[src/rtl/scps_pkg.sv]
// ============================================================================
// Scene cut peak suppression package
// Shared widths, constants and the job record passed from selection to output.
// ============================================================================
package scps_pkg;

    // Store geometry
    localparam int MAX_DISTANCES = 32;
    localparam int DISTANCE_BITS = 16;
    localparam int IDX_W         = (MAX_DISTANCES > 1) ? $clog2(MAX_DISTANCES) : 1;
    localparam int CNT_W         = $clog2(MAX_DISTANCES + 1);

    // Configuration register
    localparam int              RADIUS_W     = 6;
    localparam logic [RADIUS_W-1:0] RADIUS_RESET = 6'd4;

    // Window arithmetic width: a count plus a radius without overflow
    localparam int SUM_W = ((CNT_W > RADIUS_W) ? CNT_W : RADIUS_W) + 1;

    // Result fields
    localparam int SCENE_W = 6;

    // Stream data widths, padded to whole bytes
    localparam int S_TDATA_W = ((DISTANCE_BITS + 7) / 8) * 8;
    localparam int M_TDATA_W = ((2 * SCENE_W + 7) / 8) * 8;

    // Job queue between selection and output
    localparam int JOB_DEPTH = 2;
    localparam int JQ_PTR_W  = (JOB_DEPTH > 1) ? $clog2(JOB_DEPTH) : 1;
    localparam int JQ_CNT_W  = $clog2(JOB_DEPTH + 1);

    // One finished set: which store entries were chosen as cuts, and how many
    // entries the set holds.
    typedef struct packed {
        logic [MAX_DISTANCES-1:0] cut_mask;
        logic [CNT_W-1:0]         count;
    } scps_job_t;

endpackage

[src/rtl/scps_front.sv]
// ============================================================================
// Scene cut front end
// Loads distances into the store and runs the greedy peak selection over it.
// ============================================================================
module scps_front (
    input  logic                           aclk,
    input  logic                           aresetn,
    input  logic                           s_tvalid,
    output logic                           s_tready,
    input  logic [scps_pkg::S_TDATA_W-1:0] s_tdata,
    input  logic                           s_tlast,
    input  logic                           cfg_wr_en,
    input  logic [scps_pkg::RADIUS_W-1:0]  cfg_wr_data,
    output logic                           job_valid,
    input  logic                           job_ready,
    output scps_pkg::scps_job_t            job
);
    import scps_pkg::*;

    typedef enum logic [1:0] {
        ST_LOAD,
        ST_SCAN,
        ST_APPLY,
        ST_PUSH
    } state_t;

    state_t                     state_reg, state_next;
    logic [CNT_W-1:0]           load_cnt_reg, load_cnt_next;
    logic [CNT_W-1:0]           issue_reg, issue_next;
    logic                       rd_vld_reg, rd_vld_next;
    logic [IDX_W-1:0]           rd_idx_reg, rd_idx_next;
    logic                       found_reg, found_next;
    logic [IDX_W-1:0]           best_reg, best_next;
    logic [DISTANCE_BITS-1:0]   best_val_reg, best_val_next;
    logic [MAX_DISTANCES-1:0]   excl_reg, excl_next;
    logic [MAX_DISTANCES-1:0]   chosen_reg, chosen_next;
    logic [RADIUS_W-1:0]        radius_reg;
    logic [DISTANCE_BITS-1:0]   rd_data_reg;
    logic [DISTANCE_BITS-1:0]   mem [MAX_DISTANCES];

    logic                       accept;
    logic                       store_wr;
    logic                       blocked;
    logic [SUM_W-1:0]           best_w;
    logic [SUM_W-1:0]           radius_w;
    logic [SUM_W-1:0]           cnt_w;
    logic [SUM_W-1:0]           win_lo;
    logic [SUM_W-1:0]           win_hi_raw;
    logic [SUM_W-1:0]           win_hi;
    logic [MAX_DISTANCES-1:0]   win_mask;

    assign s_tready      = (state_reg == ST_LOAD);
    assign accept        = s_tvalid && s_tready;
    assign store_wr      = accept && (load_cnt_reg < CNT_W'(MAX_DISTANCES));
    assign job_valid     = (state_reg == ST_PUSH);
    assign job.cut_mask  = chosen_reg;
    assign job.count     = load_cnt_reg;

    // Exclusion radius register: the user writes it only while idle; not enforced.
    always_ff @(posedge aclk) begin
        if (!aresetn) begin
            radius_reg <= RADIUS_RESET;
        end else if (cfg_wr_en) begin
            radius_reg <= cfg_wr_data;
        end
    end

    // Distance store: one write per loaded item, one registered read per cycle.
    always_ff @(posedge aclk) begin
        if (store_wr) begin
            mem[load_cnt_reg[IDX_W-1:0]] <= s_tdata[DISTANCE_BITS-1:0];
        end
        rd_data_reg <= mem[issue_reg[IDX_W-1:0]];
    end

    // An entry already chosen or inside an earlier window takes no part.
    assign blocked = excl_reg[rd_idx_reg] | chosen_reg[rd_idx_reg];

    // Suppression window around the current pick, clamped to [0, count).
    assign best_w     = SUM_W'(best_reg);
    assign radius_w   = SUM_W'(radius_reg);
    assign cnt_w      = SUM_W'(load_cnt_reg);
    assign win_lo     = (best_w > radius_w) ? (best_w - radius_w) : '0;
    assign win_hi_raw = best_w + radius_w;
    assign win_hi     = (win_hi_raw > cnt_w) ? cnt_w : win_hi_raw;

    always_comb begin
        for (int k = 0; k < MAX_DISTANCES; k++) begin
            win_mask[k] = (SUM_W'(k) >= win_lo) && (SUM_W'(k) < win_hi);
        end
    end

    // Load, scan for the largest free entry, apply the pick, hand off the set.
    always_comb begin
        state_next    = state_reg;
        load_cnt_next = load_cnt_reg;
        issue_next    = issue_reg;
        rd_vld_next   = 1'b0;
        rd_idx_next   = issue_reg[IDX_W-1:0];
        found_next    = found_reg;
        best_next     = best_reg;
        best_val_next = best_val_reg;
        excl_next     = excl_reg;
        chosen_next   = chosen_reg;

        unique case (state_reg)
            ST_LOAD: begin
                if (accept) begin
                    if (store_wr) begin
                        load_cnt_next = load_cnt_reg + 1'b1;
                    end
                    if (s_tlast) begin
                        state_next    = ST_SCAN;
                        excl_next     = '0;
                        chosen_next   = '0;
                        issue_next    = '0;
                        found_next    = 1'b0;
                        best_val_next = '0;
                    end
                end
            end
            ST_SCAN: begin
                if (issue_reg < load_cnt_reg) begin
                    issue_next  = issue_reg + 1'b1;
                    rd_vld_next = 1'b1;
                end
                // Strict compare in ascending order keeps the lower index on ties.
                if (rd_vld_reg && !blocked && (!found_reg || rd_data_reg > best_val_reg)) begin
                    found_next    = 1'b1;
                    best_next     = rd_idx_reg;
                    best_val_next = rd_data_reg;
                end
                if ((issue_reg == load_cnt_reg) && !rd_vld_reg) begin
                    state_next = ST_APPLY;
                end
            end
            ST_APPLY: begin
                if (found_reg) begin
                    chosen_next   = chosen_reg | (MAX_DISTANCES'(1) << best_reg);
                    excl_next     = excl_reg | win_mask;
                    issue_next    = '0;
                    found_next    = 1'b0;
                    best_val_next = '0;
                    state_next    = ST_SCAN;
                end else begin
                    state_next = ST_PUSH;
                end
            end
            ST_PUSH: begin
                if (job_ready) begin
                    load_cnt_next = '0;
                    state_next    = ST_LOAD;
                end
            end
            default: begin
                state_next = ST_LOAD;
            end
        endcase
    end

    // State and registered values of the selection engine.
    always_ff @(posedge aclk) begin
        if (!aresetn) begin
            state_reg    <= ST_LOAD;
            load_cnt_reg <= '0;
            issue_reg    <= '0;
            rd_vld_reg   <= 1'b0;
            found_reg    <= 1'b0;
        end else begin
            state_reg    <= state_next;
            load_cnt_reg <= load_cnt_next;
            issue_reg    <= issue_next;
            rd_vld_reg   <= rd_vld_next;
            found_reg    <= found_next;
        end
        rd_idx_reg   <= rd_idx_next;
        best_reg     <= best_next;
        best_val_reg <= best_val_next;
        excl_reg     <= excl_next;
        chosen_reg   <= chosen_next;
    end

    // A pick is never an entry that was already chosen or excluded.
    a_pick_free: assert property (@(posedge aclk) disable iff (!aresetn)
        (state_reg == ST_APPLY) && found_reg |-> !excl_reg[best_reg] && !chosen_reg[best_reg])
        else $error("front: picked an entry that was not free");

    // Each applied pick adds exactly one cut.
    a_one_cut: assert property (@(posedge aclk) disable iff (!aresetn)
        (state_reg == ST_APPLY) && found_reg
        |=> $countones(chosen_reg) == $past($countones(chosen_reg)) + 1)
        else $error("front: cut mask did not grow by one");

endmodule

[src/rtl/scps_job_fifo.sv]
// ============================================================================
// Scene cut job queue
// Short queue of finished selections between the front end and the output.
// ============================================================================
module scps_job_fifo (
    input  logic                aclk,
    input  logic                aresetn,
    input  logic                in_valid,
    output logic                in_ready,
    input  scps_pkg::scps_job_t in_job,
    output logic                out_valid,
    input  logic                out_ready,
    output scps_pkg::scps_job_t out_job
);
    import scps_pkg::*;

    scps_job_t           slot [JOB_DEPTH];
    logic [JQ_PTR_W-1:0] wr_ptr_reg, wr_ptr_next;
    logic [JQ_PTR_W-1:0] rd_ptr_reg, rd_ptr_next;
    logic [JQ_CNT_W-1:0] count_reg, count_next;
    logic                push;
    logic                pop;

    assign in_ready  = (count_reg < JQ_CNT_W'(JOB_DEPTH));
    assign out_valid = (count_reg != '0);
    assign out_job   = slot[rd_ptr_reg];
    assign push      = in_valid && in_ready;
    assign pop       = out_valid && out_ready;

    // Pointer and occupancy update.
    always_comb begin
        wr_ptr_next = wr_ptr_reg;
        rd_ptr_next = rd_ptr_reg;
        count_next  = count_reg;
        if (push) begin
            wr_ptr_next = (wr_ptr_reg == JQ_PTR_W'(JOB_DEPTH - 1)) ? '0 : wr_ptr_reg + 1'b1;
        end
        if (pop) begin
            rd_ptr_next = (rd_ptr_reg == JQ_PTR_W'(JOB_DEPTH - 1)) ? '0 : rd_ptr_reg + 1'b1;
        end
        if (push && !pop) begin
            count_next = count_reg + 1'b1;
        end else if (pop && !push) begin
            count_next = count_reg - 1'b1;
        end
    end

    always_ff @(posedge aclk) begin
        if (!aresetn) begin
            wr_ptr_reg <= '0;
            rd_ptr_reg <= '0;
            count_reg  <= '0;
        end else begin
            wr_ptr_reg <= wr_ptr_next;
            rd_ptr_reg <= rd_ptr_next;
            count_reg  <= count_next;
        end
    end

    // Job storage.
    always_ff @(posedge aclk) begin
        if (push) begin
            slot[wr_ptr_reg] <= in_job;
        end
    end

    // An empty queue has its pointers together.
    a_empty_ptrs: assert property (@(posedge aclk) disable iff (!aresetn)
        (count_reg == '0) |-> (wr_ptr_reg == rd_ptr_reg))
        else $error("job queue: empty with pointers apart");

endmodule

[src/rtl/scps_back.sv]
// ============================================================================
// Scene cut back end
// Walks a finished cut mask in ascending order and emits one item per scene.
// ============================================================================
module scps_back (
    input  logic                           aclk,
    input  logic                           aresetn,
    input  logic                           job_valid,
    output logic                           job_ready,
    input  scps_pkg::scps_job_t            job,
    output logic                           m_tvalid,
    input  logic                           m_tready,
    output logic [scps_pkg::M_TDATA_W-1:0] m_tdata,
    output logic                           m_tlast
);
    import scps_pkg::*;

    typedef enum logic {
        ST_IDLE,
        ST_WALK
    } state_t;

    state_t                   state_reg, state_next;
    logic [MAX_DISTANCES-1:0] mask_reg, mask_next;
    logic [CNT_W-1:0]         cnt_reg, cnt_next;
    logic [CNT_W-1:0]         idx_reg, idx_next;
    logic [CNT_W-1:0]         prev_reg, prev_next;
    logic                     m_tvalid_reg, m_tvalid_next;
    logic [SCENE_W-1:0]       start_reg, start_next;
    logic [SCENE_W-1:0]       end_reg, end_next;
    logic                     m_tlast_reg, m_tlast_next;
    logic                     slot_free;
    logic [CNT_W-1:0]         idx_inc;
    logic [CNT_W:0]           final_end;

    assign job_ready = (state_reg == ST_IDLE);
    assign slot_free = !m_tvalid_reg || m_tready;
    assign idx_inc   = idx_reg + 1'b1;
    assign final_end = {1'b0, cnt_reg} + 1'b1;

    assign m_tvalid = m_tvalid_reg;
    assign m_tlast  = m_tlast_reg;
    assign m_tdata  = M_TDATA_W'({end_reg, start_reg});

    // One store position per cycle; a cut waits until the output register is free.
    always_comb begin
        state_next    = state_reg;
        mask_next     = mask_reg;
        cnt_next      = cnt_reg;
        idx_next      = idx_reg;
        prev_next     = prev_reg;
        m_tvalid_next = m_tvalid_reg && !m_tready;
        start_next    = start_reg;
        end_next      = end_reg;
        m_tlast_next  = m_tlast_reg;

        unique case (state_reg)
            ST_IDLE: begin
                if (job_valid) begin
                    mask_next  = job.cut_mask;
                    cnt_next   = job.count;
                    idx_next   = '0;
                    prev_next  = '0;
                    state_next = ST_WALK;
                end
            end
            ST_WALK: begin
                if (idx_reg < cnt_reg) begin
                    if (mask_reg[idx_reg[IDX_W-1:0]]) begin
                        if (slot_free) begin
                            m_tvalid_next = 1'b1;
                            start_next    = SCENE_W'(prev_reg);
                            end_next      = SCENE_W'(idx_inc);
                            m_tlast_next  = 1'b0;
                            prev_next     = idx_inc;
                            idx_next      = idx_inc;
                        end
                    end else begin
                        idx_next = idx_inc;
                    end
                end else if (slot_free) begin
                    // Closing scene runs to one past the count.
                    m_tvalid_next = 1'b1;
                    start_next    = SCENE_W'(prev_reg);
                    end_next      = SCENE_W'(final_end);
                    m_tlast_next  = 1'b1;
                    state_next    = ST_IDLE;
                end
            end
            default: begin
                state_next = ST_IDLE;
            end
        endcase
    end

    // State, walk position and the output register.
    always_ff @(posedge aclk) begin
        if (!aresetn) begin
            state_reg    <= ST_IDLE;
            m_tvalid_reg <= 1'b0;
        end else begin
            state_reg    <= state_next;
            m_tvalid_reg <= m_tvalid_next;
        end
        mask_reg    <= mask_next;
        cnt_reg     <= cnt_next;
        idx_reg     <= idx_next;
        prev_reg    <= prev_next;
        start_reg   <= start_next;
        end_reg     <= end_next;
        m_tlast_reg <= m_tlast_next;
    end

    // Every scene is non-empty.
    a_scene_order: assert property (@(posedge aclk) disable iff (!aresetn)
        m_tvalid_reg |-> (start_reg < end_reg))
        else $error("back: scene start not below scene end");

    // The walk never runs past the set.
    a_walk_bound: assert property (@(posedge aclk) disable iff (!aresetn)
        (state_reg == ST_WALK) |-> (idx_reg <= cnt_reg) && (prev_reg <= idx_reg))
        else $error("back: walk position out of range");

endmodule

[src/rtl/scene_cut_peak_suppression_core.sv]
// ============================================================================
// Scene cut peak suppression core
// Turns a set of frame distances into scene boundaries by greedy 1-D
// non-maximum suppression, then streams the scenes in ascending order.
// ============================================================================
//
//  Channel   Direction  Item contents (tdata low bits first)       Marker
//  s_        in         distance [15:0]                            tlast = last distance
//  m_        out        scene_start [5:0], scene_end [11:6]        tlast = last scene
//  cfg_      in         exclusion_radius [5:0]                     write enable, no reply
//
// Distances load at one item per cycle while s_tready is high. After the last item the
// selection scans the store once per pick and once more to find no free entry, and the
// input stays stalled until the finished set is taken by the job queue. The scene walk
// steps through the stored positions, waits on output stalls and overlaps the next
// set's loading through a two-deep job queue.
// Reset is synchronous on aresetn low and empties the store count and queue.
module scene_cut_peak_suppression_core (
    input  logic                           aclk,
    input  logic                           aresetn,
    input  logic                           s_tvalid,
    output logic                           s_tready,
    input  logic [scps_pkg::S_TDATA_W-1:0] s_tdata,    // distance
    input  logic                           s_tlast,
    output logic                           m_tvalid,
    input  logic                           m_tready,
    output logic [scps_pkg::M_TDATA_W-1:0] m_tdata,    // scene_start, scene_end
    output logic                           m_tlast,
    input  logic                           cfg_wr_en,
    input  logic [scps_pkg::RADIUS_W-1:0]  cfg_wr_data
);
    import scps_pkg::*;

    logic      fr_valid;
    logic      fr_ready;
    scps_job_t fr_job;
    logic      bk_valid;
    logic      bk_ready;
    scps_job_t bk_job;

    // Loading and selection.
    scps_front u_front (
        .aclk        (aclk),
        .aresetn     (aresetn),
        .s_tvalid    (s_tvalid),
        .s_tready    (s_tready),
        .s_tdata     (s_tdata),
        .s_tlast     (s_tlast),
        .cfg_wr_en   (cfg_wr_en),
        .cfg_wr_data (cfg_wr_data),
        .job_valid   (fr_valid),
        .job_ready   (fr_ready),
        .job         (fr_job)
    );

    // Finished sets waiting for output.
    scps_job_fifo u_job_fifo (
        .aclk      (aclk),
        .aresetn   (aresetn),
        .in_valid  (fr_valid),
        .in_ready  (fr_ready),
        .in_job    (fr_job),
        .out_valid (bk_valid),
        .out_ready (bk_ready),
        .out_job   (bk_job)
    );

    // Scene output.
    scps_back u_back (
        .aclk      (aclk),
        .aresetn   (aresetn),
        .job_valid (bk_valid),
        .job_ready (bk_ready),
        .job       (bk_job),
        .m_tvalid  (m_tvalid),
        .m_tready  (m_tready),
        .m_tdata   (m_tdata),
        .m_tlast   (m_tlast)
    );

endmodule

[config.mk]
export PLATFORM = sky130hd
export DESIGN_NAME = scene_cut_peak_suppression_core
export DESIGN_NICKNAME = d
export VERILOG_FILES = /design/src/rtl/scps_pkg.sv /design/src/rtl/scps_front.sv /design/src/rtl/scps_job_fifo.sv /design/src/rtl/scps_back.sv /design/src/rtl/scene_cut_peak_suppression_core.sv
export SDC_FILE = /design/constraint.sdc
export NUM_CORES = 1
export LEC_CHECK = 0
export ABC_AREA = 1
export BUFFER_PORTS_ARGS = -buffer_cell sky130_fd_sc_hd__buf_2
export CAP_MARGIN = 20
export CORE_MARGIN = 10
export CORE_UTILIZATION = 45
export DETAILED_ROUTE_END_ITERATION = 10
export HOLD_SLACK_MARGIN = 0.03
export REMOVE_ABC_BUFFERS = 1
export SLEW_MARGIN = 40
export SYNTH_ARGS = -nofsm -noshare
export SYNTH_HDL_FRONTEND = slang
export SYNTH_SLANG_ARGS = --single-unit
[constraint.sdc]
create_clock -name aclk -period 4 [get_ports aclk]
set_clock_uncertainty 0.1 [all_clocks]
set_input_delay 0.4 -clock aclk [delete_from_list [all_inputs] [get_ports aclk]]
set_output_delay 0.4 -clock aclk [all_outputs]
set_load 0.05 [all_outputs]
==> reports/qor.csv <==
stage,metric,value,unit
logic_synthesis,cell area after synthesis,0.0329,mm2
power,leak pwr,13.2,nW
floorplanning,Initial Util,45.2,%
critical_path,WP data required,4.22,ns
global_routing,GRT overflow,0,
layout,"most common cell after layout, fill and taps aside",edfxtp_1,
power,Power Density,673,mW/mm2
timing,final-report max-slew violation count,0,
timing,Slew HR,45.5,%
power,Sw Share,34.0,%
power,Flop pwr share,43.1,%
logic_synthesis,Syn Area/Cell,11.7,um2
logic_synthesis,Compound-Gate Fraction of Synth Area,10.4,%
power,internal power,16.5,mW
critical_path,Worst Path Arrival,3.83,ns
clock_tree,clock sinks,785,
logic_synthesis,Simple-Gate Fraction of Synth Area,12.8,%
clock_tree,CTS Root Cell,clkbuf_16,
logic_synthesis,Synth top area share,67.2,%
logic_synthesis,YS warnings,0,
global_routing,initial antenna violation count,2,
layout,max reg flops,512,
route,via count,21800,
timing,RSZ-0062 raised after global routing,no,
worst_hold_path,Hold Startpoint,cfg_wr_data[3],
clock_tree,CTS max path bufs,3,
clock_tree,"Setup Fix Bufs, Post-CTS",0,
critical_path,Startpoint Class,register,
timing,Final Hold Fails,0,
clock_tree,Num CTS Buffers,80,
logic_synthesis,"area leader, netlist",edfxtp_1,
route,DRC viols,0,
outcome,status,"finished, final reports clean",
logic_synthesis,Synth Area in Adders,2.06,%
route,Vias/cell,5.61,
timing,min Tclk post-route,3.61,ns
floorplanning,Vert. Die Dim,290,um
critical_path,reg2reg start,u_front.best_reg[2],
logic_synthesis,XOR/XNOR Fraction of Synth Area,0.266,%
floorplanning,core area,0.0727,mm2
placement,Port Buffers,42,
logic_synthesis,synth unique cells,49,
clock_tree,H-tree depth,3,
logic_synthesis,register area share after synthesis,70.2,%
global_routing,first-pass GRT wire length,128000,um
logic_synthesis,largest family of logic cells by synthesized area,simple AND/OR/NAND/NOR gates,
critical_path,critical path endpoint category,register,
layout,FILL cells,6242,
layout,"commonest non-fill, non-tap cells in the layout","edfxtp_1 (736), nor2_1 (383), nand2_1 (368)",
layout,final instance area,0.0371,mm2
logic_synthesis,Cells after Synth,2806,
floorplanning,# IOs,47,
route,routed length per instance,21.4,um
global_routing,largest net degree at the start of global routing,129,
clock_tree,worst skew pair latency,0.64,ns
power,sw power,8.49,mW
floorplanning,row cnt,99,
route,Final ANT Viol Nets,0,
route,final WL,83400,um
layout,layout cells sized above 1,9.45,%
critical_path,worst-path fanout max,13,
route,initial DRC count,2307,
global_routing,number of global-route vias before repair,21300,
floorplanning,die width,290,um
clock_tree,CTS tree,built,
timing,fmax,277,MHz
power,Worst IR Drop VDD,0.538,mV
clock_tree,"CTS clk-pin slew, worst paths",0.06,ns
timing,"Period Utilization, post-route",90.2,%
timing,final number of setup-violating endpoints,0,
layout,Layout area overhead,12.8,%
run,number of max-cap violations,0,
global_routing,GRT Util Overall,19.2,%
placement,dpl hpwl,51000,um
floorplanning,Die ar.,0.0843,mm2
layout,final layout net count,2946,
critical_path,crit path launch,u_front.best_reg[2],
placement,Area after DPL,0.0343,mm2
logic_synthesis,synth top area cells,"edfxtp_1 (67%), o21ai_0 (4.6%), nor2_1 (4.4%)",
logic_synthesis,"flops & latches, synth",785,
power,Clock Power Share,29.9,%
route,first-pass detailed-route iteration total,6,
timing,Least-Margin Pin Slew,0.818,ns
placement,Placer Congestion,0.876,
critical_path,crit path kind,reg2reg,
worst_hold_path,Hold Path Class,in2reg,
power,Tot Pwr,25.0,mW
power,Combinational Power Share,27.0,%
logic_synthesis,post-synthesis mux area share,0.0914,%
final timing paths:
check | end | slack [ns] | depth (start not counted)
max | u_front.excl_reg[25] | 0.39 | 20
min | u_front.radius_reg[3] | 0.07 | 3
max reg2reg | u_front.excl_reg[25] | 0.39 | 20
min reg2reg | u_back.start_reg[2] | 0.32 | 0
worst max-delay path, stage by stage, from the launching register on:
cell and delay (ns):
edfxtp_1 0.39, ha_1 0.47, inv_1 0.13, nand2_1 0.09
nand2_1 0.05, nand2_1 0.07, nand3_1 0.07, nand2_1 0.06
nand2_1 0.13, ha_1 0.33, nand2_1 0.07, nor2_1 0.15
nand4_1 0.11, nand2_1 0.11, nand2_2 0.18, nand2_2 0.12
nand2_2 0.10, nor2_1 0.32, o21ai_0 0.13, nand2_1 0.08
a21oi_1 0.05
final cells by class:
cell class	instances	area, um2	share of cell area [%]
Antenna cell	1	2.50	0.00675
Clock buffer	103	2200	5.94
Clock inverter	45	440	1.19
Inverter	205	779	2.10
Multi-Input combinational cell	1670	8470	22.8
Sequential cell	785	23100	62.3
Tap cell	959	1200	3.24
Timing Repair Buffer	123	898	2.42
repair_timing:
action / CTS / global route
endpoints found under the hold margin: 5 / 0
hold buffers: 8 / 0
setup endpoints to repair: 0 / 1
gates resized for setup: 0 / 1
Yosys cell counts, drive strengths merged:
| library cell | number |
|---|---|
| a211oi | 4 |
| a21boi | 4 |
| a21o | 1 |
| a21oi | 112 |
| a221oi | 1 |
| a31oi | 2 |
| buf | 29 |
| clkbuf | 120 |
| clkinv | 2 |
| conb | 1 |
| dfxtp | 49 |
| edfxtp | 736 |
| fa | 2 |
| ha | 51 |
| inv | 203 |
| mux2i | 3 |
| nand2 | 382 |
| nand3 | 165 |
| nand3b | 4 |
| nand4 | 47 |
| nor2 | 392 |
| nor3 | 9 |
| nor3b | 1 |
| nor4 | 1 |
| o2111ai | 1 |
| o211ai | 16 |
| o21a | 1 |
| o21ai | 322 |
| o21bai | 3 |
| o221ai | 49 |
| o22ai | 83 |
| xnor2 | 3 |
| xor2 | 7 |
kinds of logic after synthesis:
kind of cell / after synthesis
AO/OA/AOI/OAI: 599
buffers and inverters: 354
XOR/XNOR: 10
multiplexers: 3
other: 1
adder cells (fa/ha/maj): 53
flip-flops: 785
AND/OR/NAND/NOR: 1001
power by group through the flow:
stage / Combinational [mW] / Clock [mW] / Sequential, mW
after floorplan: 4.01 / 0 / 11.3
after global placement: 6.59 / 0 / 10.9
after detailed placement: 6.70 / 0 / 10.9
after CTS: 6.73 / 7.59 / 10.8
after global routing: 7.62 / 7.93 / 10.8
final: 6.75 / 7.46 / 10.8
layer usage:
layer	vias up	part of all wire (%)	GRT usage (%)
met5	-	0	0
met4	0	2.1	5.61
met3	133	6.8	3.24
met2	733	46	30.4
met1	10800	45	26.8
li1	10200	-	-
through the flow:
stage | hold slack (ns) | utilization (%) | TNS (ns) | cells | worst slack (ns)
2_1_floorplan | 0.300 | - | -125.50 | 2660 | -4.84
3_3_place_gp | 0.307 | 47.2 | 0 | 3732 | 0.371
3_5_place_dp | 0.305 | 47.2 | 0 | 3733 | 0.364
4_1_cts | 0.0484 | 50.9 | 0 | 3889 | 0.365
5_1_grt | 0.0921 | 51.0 | 0 | 3890 | 0.0797
6_report | 0.0667 | 51.0 | 0 | 3891 | 0.391
(Power assumes the default switching activity.)
